File: src/ncache_pkg.sv
// ----------------------------------------------------------------------------
// ncache_pkg
// Shared codes and types of the node cache with recency list.
// ----------------------------------------------------------------------------
`default_nettype none
package ncache_pkg;

  // operation codes carried in tuser
  localparam logic [2:0] FN_LOOKUP     = 3'd0;
  localparam logic [2:0] FN_ADD        = 3'd1;
  localparam logic [2:0] FN_REMOVE     = 3'd2;
  localparam logic [2:0] FN_LIST_ALL   = 3'd3;
  localparam logic [2:0] FN_LIST_FLUSH = 3'd4;

  // result status codes
  localparam logic [1:0] ST_OK      = 2'd0;
  localparam logic [1:0] ST_MISS    = 2'd1;
  localparam logic [1:0] ST_REFUSED = 2'd2;

  localparam int unsigned FUNC_W   = 3;
  localparam int unsigned FIELD_W  = 32;
  localparam int unsigned LIMIT_W  = 4;
  localparam int unsigned IN_TDATA_W  = 64;
  localparam int unsigned OUT_TDATA_W = 72;

  // command to the recency list
  typedef struct packed {
    logic push;   // drop id if present, then insert at front and trim
    logic drop;   // drop id if present
  } recent_cmd_t;

endpackage
`default_nettype wire

File: src/ncache_ram.sv
// ----------------------------------------------------------------------------
// ncache_ram
// Generic single write port RAM with a registered read port.
// ----------------------------------------------------------------------------
`default_nettype none
module ncache_ram #(
  parameter int WIDTH = 64,
  parameter int DEPTH = 32
) (
  input  wire logic                     clk,
  input  wire logic                     we,
  input  wire logic [$clog2(DEPTH)-1:0] waddr,
  input  wire logic [WIDTH-1:0]         wdata,
  input  wire logic                     re,
  input  wire logic [$clog2(DEPTH)-1:0] raddr,
  output logic      [WIDTH-1:0]         rdata
);

  logic [WIDTH-1:0] mem [DEPTH];

  always_ff @(posedge clk) begin
    if (we) begin
      mem[waddr] <= wdata;
    end
    if (re) begin
      rdata <= mem[raddr];
    end
  end

endmodule
`default_nettype wire

File: src/ncache_recent.sv
// ----------------------------------------------------------------------------
// ncache_recent
// Recency list of ids, newest first, with drop, push and membership probe.
// ----------------------------------------------------------------------------
`default_nettype none
module ncache_recent #(
  parameter int RECENT_DEPTH = 8,
  parameter int ID_BITS      = 32
) (
  input  wire logic                        clk,
  input  wire logic                        rst_n,
  input  wire ncache_pkg::recent_cmd_t     cmd,
  input  wire logic [ID_BITS-1:0]          cmd_id,
  input  wire logic [ncache_pkg::LIMIT_W-1:0] limit,
  input  wire logic [ID_BITS-1:0]          probe_id,
  output logic                             probe_hit
);
  import ncache_pkg::*;

  localparam int CNT_W = $clog2(RECENT_DEPTH + 1);
  localparam int IDX_W = (RECENT_DEPTH > 1) ? $clog2(RECENT_DEPTH) : 1;
  localparam int LIM_W = (CNT_W > LIMIT_W) ? CNT_W : LIMIT_W;

  logic [ID_BITS-1:0] ids_r [RECENT_DEPTH];
  logic [CNT_W-1:0]   cnt_r;

  logic               m_hit;
  logic [IDX_W-1:0]   m_idx;
  logic [ID_BITS-1:0] drop_ids [RECENT_DEPTH];
  logic [ID_BITS-1:0] push_ids [RECENT_DEPTH];
  logic [CNT_W-1:0]   cnt_drop;
  logic [CNT_W-1:0]   cnt_push;
  logic [LIM_W-1:0]   lim_c;

  // first live entry matching the command id
  always_comb begin
    m_hit = 1'b0;
    m_idx = '0;
    for (int i = RECENT_DEPTH - 1; i >= 0; i--) begin
      if ((CNT_W'(i) < cnt_r) && (ids_r[i] == cmd_id)) begin
        m_hit = 1'b1;
        m_idx = IDX_W'(i);
      end
    end
  end

  // close the gap left by a dropped entry
  always_comb begin
    for (int j = 0; j < RECENT_DEPTH; j++) begin
      drop_ids[j] = ids_r[j];
      if (j + 1 < RECENT_DEPTH) begin
        if (m_hit && (IDX_W'(j) >= m_idx)) begin
          drop_ids[j] = ids_r[j + 1];
        end
      end
    end
    cnt_drop = cnt_r - CNT_W'(m_hit);
  end

  // shift in at the front and trim to the clamped limit
  always_comb begin
    push_ids[0] = cmd_id;
    for (int j = 1; j < RECENT_DEPTH; j++) begin
      push_ids[j] = drop_ids[j - 1];
    end
    lim_c = LIM_W'(limit);
    if (lim_c == '0) begin
      lim_c = LIM_W'(1);
    end
    if (lim_c > LIM_W'(RECENT_DEPTH)) begin
      lim_c = LIM_W'(RECENT_DEPTH);
    end
    cnt_push = (cnt_drop < CNT_W'(RECENT_DEPTH)) ? cnt_drop + CNT_W'(1) : cnt_drop;
    if (LIM_W'(cnt_push) > lim_c) begin
      cnt_push = CNT_W'(lim_c);
    end
  end

  // membership of the probed id
  always_comb begin
    probe_hit = 1'b0;
    for (int i = 0; i < RECENT_DEPTH; i++) begin
      if ((CNT_W'(i) < cnt_r) && (ids_r[i] == probe_id)) begin
        probe_hit = 1'b1;
      end
    end
  end

  always_ff @(posedge clk) begin
    if (!rst_n) begin
      cnt_r <= '0;
    end else if (cmd.push) begin
      cnt_r <= cnt_push;
    end else if (cmd.drop) begin
      cnt_r <= cnt_drop;
    end
  end

  always_ff @(posedge clk) begin
    if (cmd.push) begin
      ids_r <= push_ids;
    end else if (cmd.drop) begin
      ids_r <= drop_ids;
    end
  end

endmodule
`default_nettype wire

File: src/node_cache_with_recency_list_core.sv
// Lookup, add and remove scan the slot RAM one slot at a time
//   (read, then compare), stopping at a hit.
// List operations always scan all slots and may be held by output stalls.
// One operation is in flight at a time; the slot RAM read port sets the pace.
// Reset (rst_n low, synchronous) empties the table and recency list, limit = 8.
// ----------------------------------------------------------------------------
// node_cache_with_recency_list_core
// Node id to handle table in a RAM, with a recency list of recent adds.
// ----------------------------------------------------------------------------
`default_nettype none
module node_cache_with_recency_list_core #(
  parameter int TABLE_DEPTH  = 32,
  parameter int RECENT_DEPTH = 8,
  parameter int ID_BITS      = 32
) (
  input  wire logic                              clk,
  input  wire logic                              rst_n,
  // tdata: node_id[31:0], node_handle[63:32]
  input  wire logic [ncache_pkg::IN_TDATA_W-1:0] in_tdata,
  // tuser: func[2:0]
  input  wire logic [ncache_pkg::FUNC_W-1:0]     in_tuser,
  input  wire logic                              in_tvalid,
  output logic                                   in_tready,
  // tdata: status[1:0], handle_out[33:2], listed_id[65:34], zero pad[71:66]
  output logic [ncache_pkg::OUT_TDATA_W-1:0]     out_tdata,
  // tuser: item_valid[0]
  output logic                                   out_tuser,
  output logic                                   out_tlast,
  output logic                                   out_tvalid,
  input  wire logic                              out_tready,
  input  wire logic [ncache_pkg::LIMIT_W-1:0]    cfg_data,
  input  wire logic                              cfg_valid,
  output logic                                   cfg_ready
);
  import ncache_pkg::*;

  localparam int AW     = $clog2(TABLE_DEPTH);
  localparam int RAM_W  = ID_BITS + FIELD_W;

  localparam logic [1:0] S_IDLE = 2'd0;
  localparam logic [1:0] S_RD   = 2'd1;
  localparam logic [1:0] S_CHK  = 2'd2;
  localparam logic [1:0] S_FIN  = 2'd3;

  logic [1:0]          state_r, state_nxt;
  logic [FUNC_W-1:0]   func_r;
  logic [ID_BITS-1:0]  id_r;
  logic [FIELD_W-1:0]  hnd_r;
  logic [AW-1:0]       idx_r, idx_nxt;
  logic                found_r, found_nxt;
  logic [AW-1:0]       match_r, match_nxt;
  logic [FIELD_W-1:0]  mhnd_r, mhnd_nxt;
  logic                pend_r, pend_nxt;
  logic [ID_BITS-1:0]  pend_id_r, pend_id_nxt;
  logic [TABLE_DEPTH-1:0] used_r, used_nxt;
  logic [LIMIT_W-1:0]  limit_r;

  logic                out_valid_r, out_valid_nxt;
  logic [OUT_TDATA_W-1:0] out_data_r, out_data_nxt;
  logic                out_user_r, out_user_nxt;
  logic                out_last_r, out_last_nxt;

  logic [63:0]         in_id_ext;
  logic [ID_BITS-1:0]  in_id;
  logic [RAM_W-1:0]    rd_data;
  logic [ID_BITS-1:0]  rd_id;
  logic [FIELD_W-1:0]  rd_hnd;
  logic                ram_we, ram_re;
  logic                probe_hit;
  recent_cmd_t         rcmd;
  logic                out_free;
  logic                free_ok;
  logic [AW-1:0]       free_idx;
  logic                is_list, last_slot, hit, qual;
  logic [63:0]         pend_ext;

  assign in_id_ext = 64'(in_tdata[FIELD_W-1:0]);
  assign in_id     = in_id_ext[ID_BITS-1:0];
  assign rd_id     = rd_data[ID_BITS-1:0];
  assign rd_hnd    = rd_data[RAM_W-1:ID_BITS];
  assign pend_ext  = 64'(pend_id_r);

  assign in_tready  = (state_r == S_IDLE);
  assign cfg_ready  = 1'b1;
  assign out_tvalid = out_valid_r;
  assign out_tdata  = out_data_r;
  assign out_tuser  = out_user_r;
  assign out_tlast  = out_last_r;
  assign out_free   = !out_valid_r || out_tready;

  // slot table storage: {handle, id}
  ncache_ram #(.WIDTH(RAM_W), .DEPTH(TABLE_DEPTH)) u_slot_ram (
    .clk   (clk),
    .we    (ram_we),
    .waddr (free_idx),
    .wdata ({hnd_r, id_r}),
    .re    (ram_re),
    .raddr (idx_r),
    .rdata (rd_data)
  );

  ncache_recent #(.RECENT_DEPTH(RECENT_DEPTH), .ID_BITS(ID_BITS)) u_recent (
    .clk       (clk),
    .rst_n     (rst_n),
    .cmd       (rcmd),
    .cmd_id    (id_r),
    .limit     (limit_r),
    .probe_id  (rd_id),
    .probe_hit (probe_hit)
  );

  // lowest free slot
  always_comb begin
    free_ok  = 1'b0;
    free_idx = '0;
    for (int i = TABLE_DEPTH - 1; i >= 0; i--) begin
      if (!used_r[i]) begin
        free_ok  = 1'b1;
        free_idx = AW'(i);
      end
    end
  end

  assign is_list   = (func_r == FN_LIST_ALL) || (func_r == FN_LIST_FLUSH);
  assign last_slot = (idx_r == AW'(TABLE_DEPTH - 1));
  assign hit       = used_r[idx_r] && (rd_id == id_r);
  assign qual      = used_r[idx_r] && ((func_r == FN_LIST_ALL) || !probe_hit);

  // operation sequencer
  always_comb begin
    state_nxt     = state_r;
    idx_nxt       = idx_r;
    found_nxt     = found_r;
    match_nxt     = match_r;
    mhnd_nxt      = mhnd_r;
    pend_nxt      = pend_r;
    pend_id_nxt   = pend_id_r;
    used_nxt      = used_r;
    out_valid_nxt = out_valid_r && !out_tready;
    out_data_nxt  = out_data_r;
    out_user_nxt  = out_user_r;
    out_last_nxt  = out_last_r;
    ram_we        = 1'b0;
    ram_re        = 1'b0;
    rcmd          = '0;
    case (state_r)
      S_IDLE: begin
        if (in_tvalid) begin
          idx_nxt   = '0;
          found_nxt = 1'b0;
          pend_nxt  = 1'b0;
          state_nxt = (in_tuser > FN_LIST_FLUSH) ? S_FIN : S_RD;
        end
      end
      S_RD: begin
        ram_re    = 1'b1;
        state_nxt = S_CHK;
      end
      S_CHK: begin
        if (is_list) begin
          if (qual && pend_r && !out_free) begin
            state_nxt = S_CHK;
          end else begin
            if (qual) begin
              if (pend_r) begin
                out_valid_nxt = 1'b1;
                out_data_nxt  = OUT_TDATA_W'({pend_ext[FIELD_W-1:0], {FIELD_W{1'b0}}, ST_OK});
                out_user_nxt  = 1'b1;
                out_last_nxt  = 1'b0;
              end
              pend_nxt    = 1'b1;
              pend_id_nxt = rd_id;
            end
            idx_nxt   = idx_r + AW'(1);
            state_nxt = last_slot ? S_FIN : S_RD;
          end
        end else if (hit) begin
          found_nxt = 1'b1;
          match_nxt = idx_r;
          mhnd_nxt  = rd_hnd;
          state_nxt = S_FIN;
        end else begin
          idx_nxt   = idx_r + AW'(1);
          state_nxt = last_slot ? S_FIN : S_RD;
        end
      end
      S_FIN: begin
        if (out_free) begin
          out_valid_nxt = 1'b1;
          out_user_nxt  = 1'b0;
          out_last_nxt  = 1'b1;
          out_data_nxt  = '0;
          state_nxt     = S_IDLE;
          case (func_r)
            FN_LOOKUP: begin
              out_data_nxt = found_r ? OUT_TDATA_W'({mhnd_r, ST_OK})
                                     : OUT_TDATA_W'(ST_MISS);
            end
            FN_ADD: begin
              if (found_r || !free_ok) begin
                out_data_nxt = OUT_TDATA_W'(ST_REFUSED);
              end else begin
                ram_we             = 1'b1;
                used_nxt[free_idx] = 1'b1;
                rcmd.push          = 1'b1;
              end
            end
            FN_REMOVE: begin
              if (found_r) begin
                used_nxt[match_r] = 1'b0;
              end
              rcmd.drop    = 1'b1;
              out_data_nxt = found_r ? OUT_TDATA_W'(ST_OK) : OUT_TDATA_W'(ST_MISS);
            end
            FN_LIST_ALL, FN_LIST_FLUSH: begin
              if (pend_r) begin
                out_data_nxt = OUT_TDATA_W'({pend_ext[FIELD_W-1:0], {FIELD_W{1'b0}}, ST_OK});
                out_user_nxt = 1'b1;
              end
            end
            default: begin
              out_data_nxt = '0;
            end
          endcase
        end
      end
      default: begin
        state_nxt = S_IDLE;
      end
    endcase
  end

  // control registers
  always_ff @(posedge clk) begin
    if (!rst_n) begin
      state_r     <= S_IDLE;
      used_r      <= '0;
      out_valid_r <= 1'b0;
      limit_r     <= LIMIT_W'(8);
    end else begin
      state_r     <= state_nxt;
      used_r      <= used_nxt;
      out_valid_r <= out_valid_nxt;
      if (cfg_valid) begin
        limit_r <= cfg_data;
      end
    end
  end

  // payload registers
  always_ff @(posedge clk) begin
    if (in_tvalid && in_tready) begin
      func_r <= in_tuser;
      id_r   <= in_id;
      hnd_r  <= in_tdata[2*FIELD_W-1:FIELD_W];
    end
    idx_r      <= idx_nxt;
    found_r    <= found_nxt;
    match_r    <= match_nxt;
    mhnd_r     <= mhnd_nxt;
    pend_r     <= pend_nxt;
    pend_id_r  <= pend_id_nxt;
    out_data_r <= out_data_nxt;
    out_user_r <= out_user_nxt;
    out_last_r <= out_last_nxt;
  end

endmodule
`default_nettype wire

File: config.mk
export PLATFORM = sky130hd
export DESIGN_NAME = node_cache_with_recency_list_core
export DESIGN_NICKNAME = d
export VERILOG_FILES = /design/src/ncache_pkg.sv /design/src/ncache_ram.sv /design/src/ncache_recent.sv /design/src/node_cache_with_recency_list_core.sv
export SDC_FILE = /design/constraint.sdc
export NUM_CORES = 2
export LEC_CHECK = 0
export BUFFER_PORTS_ARGS = -buffer_cell sky130_fd_sc_hd__buf_2
export CAP_MARGIN = 20
export CELL_PAD_IN_SITES_DETAIL_PLACEMENT = 1
export CELL_PAD_IN_SITES_GLOBAL_PLACEMENT = 1
export CORE_MARGIN = 5
export CORE_UTILIZATION = 55
export CTS_CLUSTER_SIZE = 14
export DETAILED_ROUTE_END_ITERATION = 16
export MAX_ROUTING_LAYER = met4
export PLACE_DENSITY = 0.75
export RECOVER_POWER = 25
export SETUP_SLACK_MARGIN = 0.02
export SLEW_MARGIN = 20
export SYNTH_ARGS = -nofsm -noshare
export SYNTH_HDL_FRONTEND = slang
export SYNTH_SLANG_ARGS = --single-unit
File: constraint.sdc
create_clock -name clk -period 11.2 [get_ports clk]
set_clock_uncertainty 0.15 [all_clocks]
set_input_delay 2.24 -clock clk [delete_from_list [all_inputs] [get_ports clk]]
set_output_delay 2.24 -clock clk [all_outputs]
set_load 0.005 [all_outputs]
# Word level (Yosys, flattened, before mapping)

Memories as Yosys holds them, arrays and structs flattened. A register that Yosys moved wholly into a read port is not among the register bits.
Index checks and enable logic that the tools add are counted.

Register bits after elaboration: 516
RAM bits: 2048
Input bits: 76
Output and inout port bits: 77
Logic and storage cells: 325
Memories: 1

Memory list:

| name           | words | width | read ports | clocked after Yosys merged registers in | wr ports | line             | RTL |
|---|---|---|---|---|---|---|---|
| u_slot_ram.mem | 32    | 64    | 1          | 1                                       | 1        | ncache_ram.sv:19 | `logic [WIDTH-1:0] mem [DEPTH];` |

Add/subtract/negate cells: 3
$lt $le $gt $ge: 24
Equality and inequality tests: 37
Mux-type cells: 174
Bitwise gates (word level): 5
Reduce and logical (&&, ||, !) cells: 56

Operator list:

| kind                                                               | count |
|---|---|
| equality test 32 bit                                               | 17 |
| two-way mux 256 bit                                                | 2 |
| two-way mux 72 bit                                                 | 5 |
| two-way mux 32 bit                                                 | 9 |
| one-hot mux 66 bit (4 select lines)                                | 1 |
| two-way mux 5 bit                                                  | 36 |
| one-hot mux 72 bit (2 select lines)                                | 1 |
| two-way mux 1 bit                                                  | 83 |
| two-way mux 66 bit                                                 | 1 |
| one-hot mux 32 bit (2 select lines)                                | 1 |
| two-way mux 34 bit                                                 | 1 |
| AND 32 bit                                                         | 1 |
| inverter 32 bit                                                    | 1 |
| OR 32 bit                                                          | 1 |
| logical AND 1 bit                                                  | 31 |
| two-way mux 3 bit                                                  | 8 |
| two-way mux 4 bit                                                  | 6 |
| two-way mux 2 bit                                                  | 10 |
| inequality test 2 bit (second input constant)                      | 10 |
| less-than comparator 5 x 6 -> 1 bit (second input constant)        | 3 |
| less-than comparator 3 x 4 -> 1 bit (first input constant)         | 4 |
| AND reduction 4 bit                                                | 3 |
| demux 1 bit (select 5 bit)                                         | 2 |
| greater-or-equal comparator 5 x 1 -> 1 bit (second input constant) | 2 |
| other kinds (35)                                                   | 60 |

# Logic depth before layout (Yosys ltp)

Depth in word-level cells: 40
Mapped depth: 23

# By module

Synthesis repeated with hierarchy kept, for this count alone.

Cells, all modules: 5627
Area total of the unflattened synthesis: 109540.1 um^2

By module, submodules not included:

| module                            | instances | cells an instance | area an instance (um^2) | seq. area each (um^2) |
|---|---|---|---|---|
| ncache_ram                        | 1         | 3097              | 79607.6                 | 63420.8 |
| ncache_recent                     | 1         | 1847              | 19981.7                 | 7767.4 |
| node_cache_with_recency_list_core | 1         | 683               | 9950.8                  | 7116.8 |

# Worst setup path after synthesis

Ideal clock, no wire load.

Path kind: input -> register
Start: in out_tready
End: reg u_recent.ids_r[100] (netlist bit) (enable)
Setup time: 0.626 ns
Arrival time: 8.602 ns
Required time: 10.424 ns
Path slack: 1.821 ns
Cell stages on the path: 4
Path buffers: 0
Path through: nor2b_1 -> or2_2 -> nor4b_2 -> nand2b_1

Word-level cells in the longest chain between the ends: 4

Ends and longest elaborated chain:

| element                      | line                                     | RTL |
|---|---|---|
| start: declaration           | node_cache_with_recency_list_core.sv:30  | `input wire logic out_tready,` |
| logical OR 1 bit             | node_cache_with_recency_list_core.sv:89  | `assign out_free = !out_valid_r \|\| out_tready;` |
| two-way mux 2 bit            | node_cache_with_recency_list_core.sv:188 | `if (out_free) begin` |
| two-way mux 2 bit            | node_cache_with_recency_list_core.sv:146 | `case (state_r)` |
| nonzero test 2 bit (no line) | -                                        |  |
| end signal: assignment       | ncache_recent.sv:101                     | `ids_r <= push_ids;` |
| end signal: assignment       | ncache_recent.sv:103                     | `ids_r <= drop_ids;` |
| end: declaration             | ncache_recent.sv:24                      | `logic [ID_BITS-1:0] ids_r [RECENT_DEPTH];` |

No other way between the ends.
A chain may end at the register's enable or synchronous reset.

# Worst setup path after layout

Start: reg id_r[16]
End: reg u_recent.cnt_r[1]

Word-level cells in the longest chain between the ends: 16

Ends and longest elaborated chain:

| element                                                            | line                                     | RTL |
|---|---|---|
| start: declaration                                                 | node_cache_with_recency_list_core.sv:47  | `logic [ID_BITS-1:0] id_r;` |
| start signal: assignment                                           | node_cache_with_recency_list_core.sv:254 | `id_r <= in_id;` |
| equality test 32 bit                                               | ncache_recent.sv:40                      | `if ((CNT_W'(i) < cnt_r) && (ids_r[i] == cmd_id)) begin` |
| logical AND 1 bit                                                  | ncache_recent.sv:40                      |  |
| two-way mux 1 bit (7 in series)                                    | ncache_recent.sv:40                      |  |
| two-way mux 1 bit (*)                                              | ncache_recent.sv:40                      |  |
| subtractor 4 x 1 -> 4 bit (*)                                      | ncache_recent.sv:57                      | `cnt_drop = cnt_r - CNT_W'(m_hit);` |
| adder 4 x 1 -> 4 bit or less-than comparator 4 bit (tied branches) | ncache_recent.sv:73                      | `cnt_push = (cnt_drop < CNT_W'(RECENT_DEPTH)) ? cnt_drop + CNT_W'(1) : cnt_drop;` |
| two-way mux 4 bit                                                  | ncache_recent.sv:73                      |  |
| > comparator 4 bit                                                 | ncache_recent.sv:74                      | `if (LIM_W'(cnt_push) > lim_c) begin` |
| two-way mux 4 bit                                                  | ncache_recent.sv:74                      |  |
| two-way mux 4 bit (*)                                              | ncache_recent.sv:92                      | `end else if (cmd.push) begin` |
| end signal: assignment                                             | ncache_recent.sv:93                      | `cnt_r <= cnt_push;` |
| end signal: assignment                                             | ncache_recent.sv:95                      | `cnt_r <= cnt_drop;` |
| end: declaration                                                   | ncache_recent.sv:25                      | `logic [CNT_W-1:0] cnt_r;` |

Mark *: on every way between the ends. The rest lies on a longest branch, timed or not. The select of a mux whose other input is x is not followed.

==> key figures <==
Detailed routing
  – Per-cell routed wire length: 38.3 um
  – Via density per instance: roughly 6.7
  – Antenna violation net count after detailed routing: 0
  – Routed Wire Length: between 300 and 400 mm
  – Via count of the routed design: 58444
  – Residual DRC: 0
  – Number of violations reported at the end of detailed-routing iteration 0: roughly 7900
  – TritonRoute pass-1 iters: 5

Floorplan
  – Initial standard-cell utilization of the core: 0.552
  – Height of the die: 454 um
  – Die extent in x: ~450 um
  – Total Die Area: around 0.21 mm2
  – Number of rows created at floorplan: roughly 160
  – Standard cell core area: 0.197 mm2
  – IO Count: approximately 150

Final layout
  – # fillers: roughly 16000
  – Layout Cells excl Fill: a little under 9000
  – Number of nets in the layout: approximately 6000
  – Core Util, Final: 0.618
  – Fraction of final layout cells sized beyond drive strength 1: 0.232
  – Final std cell area, no fill: 0.122 mm2
  – Area overhead of the layout relative to synthesis: 12.0%

STA
  – Final worst slack: approximately 3300 ps
  – Ratio of final minimum period to clock period: 0.701
  – Unrepaired setup endpoints after global routing: false
  – Highest clock frequency the design can meet: 127 MHz
  – Slew at the pin closest to its max-slew limit: 3510 ps
  – Final slew viol count: approximately 1000
  – Max-slew headroom: -1.34
  – Worst slack on hold paths: 257 ps
  – Number of hold violations in the final report: 0
  – Summed negative setup slack over all endpoints: 0 ps
  – Setup Viol. Count Final: 0
  – Final critical-path required period: approximately 7900 ps

Critical path
  – Category of the worst setup path capture point: flip-flop
  – Ordered list of cells on the worst path: clkbuf_1 -> xnor2_1 -> nand4_1 -> nor4_1 -> nand4_1 -> nand4_1 -> a311oi_1 -> nand2_1 -> ha_1 -> ha_1 -> inv_1 -> ha_1 -> nand2_1 -> o21ai_0 -> ha_1 -> nor2b_1 -> o21ai_0 -> nand2b_1 -> a21oi_1 -> a41o_1 -> and2_1 -> o311a_1
  – Worst flop-to-flop path startpoint: id_r[16]
  – Most numerous cell on the critical path: sky130_fd_sc_hd__ha_1
  – Worst-path cell with the longest stage delay: sky130_fd_sc_hd__clkbuf_1
  – Flop2flop setup slack: about 3300 ps
  – CP Class: reg -> reg
  – Arrival time worst endpoint: roughly 8500 ps
  – Cell family with the largest share of critical-path delay: buffers and inverters
  – Element type at the critical path start: flip-flop
  – CP bufs+invs: 2
  – Maximum fanout along the worst path: 42
  – Cell depth of the worst setup path: 22
  – Reg-to-reg critical path endpoint: u_recent.cnt_r[1]
  – R2R cell count: 22
  – WP data required: roughly 12000 ps
  – Worst path max stage delay: 2380 ps

Logic synthesis
  – Area fraction of the dominant cell type after synthesis: 0.713
  – Most common cell in the netlist: sky130_fd_sc_hd__edfxtp_1
  – Synth Warn #: 0
  – Proportion of synthesized flip-flops having asynchronous set or reset: 0
  – Summed instance area of the synthesized netlist: about 0.11 mm2
  – Leading post-synthesis cells by instance count: 2579 x sky130_fd_sc_hd__edfxtp_1, 650 x sky130_fd_sc_hd__mux4_2, 365 x sky130_fd_sc_hd__xnor2_1
  – EDFF count, synth: between 2000 and 3000
  – Most common flop cell mapped by yosys: sky130_fd_sc_hd__edfxtp_1
  – Unique cell type count in the Yosys netlist: slightly above 60
  – Leading post-synthesis cells by cell area: sky130_fd_sc_hd__edfxtp_1 71%, sky130_fd_sc_hd__mux4_2 13%, sky130_fd_sc_hd__xnor2_1 2.9%
  – Register bit total from synthesis: 2622
  – Share of the yosys chip area belonging to registers: 0.721
  – Syn_area_per_cell: 19.6 um2
  – Post-synth top area cell: sky130_fd_sc_hd__edfxtp_1
  – Cell count after synthesis: ~5600

Clock tree
  – Clock tree from TritonCTS: built
  – H-Tree Level Count: 5
  – Clk buf depth: 4
  – Post-CTS Resized: 0
  – Buffer type at the clock tree root: sky130_fd_sc_hd__clkbuf_16
  – Number of buffers inserted by hold repair at cts: 0
  – CTS Sinks: between 2000 and 3000
  – Latest clock arrival within the worst-skew pair: roughly 950 ps
  – CTS clk-pin slew, worst paths: ~60 ps
  – Post-CTS Setup Repair Bufs: 0
  – TritonCTS buffer count: 286

Placed design
  – Last weighted congestion value of the routability-driven placer: roughly 0.96
  – Placed wire-length estimate after detailed placement: around 200 mm
  – Placement-stage cell area: roughly 0.11 mm2
  – Worst slack at placement: approximately 3600 ps
  – Placed Cells: 8176
  – Number of port buffers: around 150

Global routing
  – Vias in the first global route: a little over 60000
  – Remaining Overflow, GRT: 0
  – Aggregate global-route resource usage: 0.335
  – Initial antenna violation count: 13
  – Pin count of the biggest net entering global routing: around 150
  – Wire length of the first global-routing pass: ~470 mm

Power and ir drop
  – Power share of the clock group: 0.414
  – Leakage power total: ~40 nW
  – Comb pwr share: 0.082
  – Worst IR Drop VDD: 0.000198 V
  – Final Power: between 20 and 25 mW
  – Cell-internal power: 16.8 mW
  – Sequential group share of total power: 0.504
  – Sw Ratio: 0.229
  – Power density of the placed cells: 179 mW/mm2
  – Switching power summed over all nets: between 4 and 5 mW

Worst hold path
  – Hold path startpoint: u_slot_ram.rdata[32]
  – Number of cells on the worst hold path: 0
  – Worst hold path type: reg -> reg
  – Hold worst-path end: mhnd_r[0]

Run status
  – Outcome: finished, violations left
  – Violations in the final reports: max-capacitance violations, max-slew violations

Flow run
  – Max-cap violations: 39
-- flip-flops by register name, indices dropped and copies added (netlist names), 2 cells and up --
name	flops
u_recent.cnt_r	4
mhnd_r	32
idx_r	5
u_recent.ids_r	224
out_tdata	66
match_r	5
u_slot_ram.rdata	64
state_r	2
hnd_r	32
u_recent.drop_ids	32
func_r	3
limit_r	4
used_r	32
id_r	32
u_slot_ram.mem	2048
pend_id_r	32
-- per-layer routing --
metal  track usage  vias to the layer above  part of all wire
met5             -                        -                 0
met4         0.145                        0             0.052
met3        0.0550                      770             0.085
met2         0.518                     3461              0.48
met1         0.446                    31116              0.38
li1              -                    23097                 -
-- worst max path at each step --
stage	end	slack [ps]	startpoint
floorplan	u_recent.ids_r[100]	1820	out_tready
global placement	u_slot_ram.mem[23][22]	3570	out_tready
detailed placement	u_slot_ram.mem[23][21]	3580	out_tready
CTS	u_slot_ram.mem[7][45]	4520	out_tready
global route	u_recent.cnt_r[3]	3170	id_r[28]
finish	u_recent.cnt_r[1]	3350	id_r[16]
-- layout by cell type (no fill, tap or decap), drive strengths merged, types with 7 or more instances in the layout --
cell type,n
edfxtp,2579
mux4,650
clkbuf,413
xnor2,365
mux2i,293
buf,251
nor2,195
xor2,187
nand4,130
a21oi,110
clkinv,107
nand2,90
nor4,73
and2,70
mux2,65
inv,65
dfxtp,43
nand3,41
o22ai,34
o21ai,33
a221o,32
o21a,29
nor3,29
a21boi,20
bufinv,19
or3,10
nor2b,10
ha,9
nand2b,8
or4,7
conb,7
clkinvlp,7
and3,7
a31oi,7
-- cell type report --
class,count,area (um2),area share
Clock buffer,352,7560,0.0622
Multi-Input combinational cell,2564,29100,0.239
Inverter,60,268,0.00220
Tap cell,2640,3300,0.0272
Antenna cell,6,15.0,0.000123
Timing Repair Buffer,312,1950,0.0160
Sequential cell,2622,78300,0.644
Clock inverter,138,1170,0.00961
-- worst register-to-register path: cells and delay by family, from the launching register on --
kind	cells	cell delay (ps)
AO/OA/AOI/OAI	6	1680
AND/OR/NAND/NOR	9	1400
adder cells (fa/ha/maj)	4	1250
flip-flops	1	330
XOR/XNOR	1	490
buffers and inverters	2	2440
-- power groups by stage --
stage | clock [mW] | sequential (mW) | combinational [mW]
finish | 9.03 | 11.0 | 1.79
global route | 9.64 | 11.0 | 1.85
CTS | 9.13 | 11.0 | 1.74
detailed placement | 0 | 11.2 | 1.73
global placement | 0 | 11.2 | 1.70
floorplan | 0 | 11.2 | 1.07
-- kinds of logic (layout without fill, tap and decap cells) --
family,Yosys count,count (layout),share of synthesized area
adders and majority gates,9,9,0.00104
AOI/OAI and AO/OA,287,287,0.0171
DFF,2622,2622,0.721
buffers and inverters,374,862,0.0141
xor gates and xnor gates,552,552,0.0445
muxes,1008,1008,0.169
other,2,13,0.0000691
and+or+nand+nor,701,701,0.0337
Power figures use the tool's default switching activity.
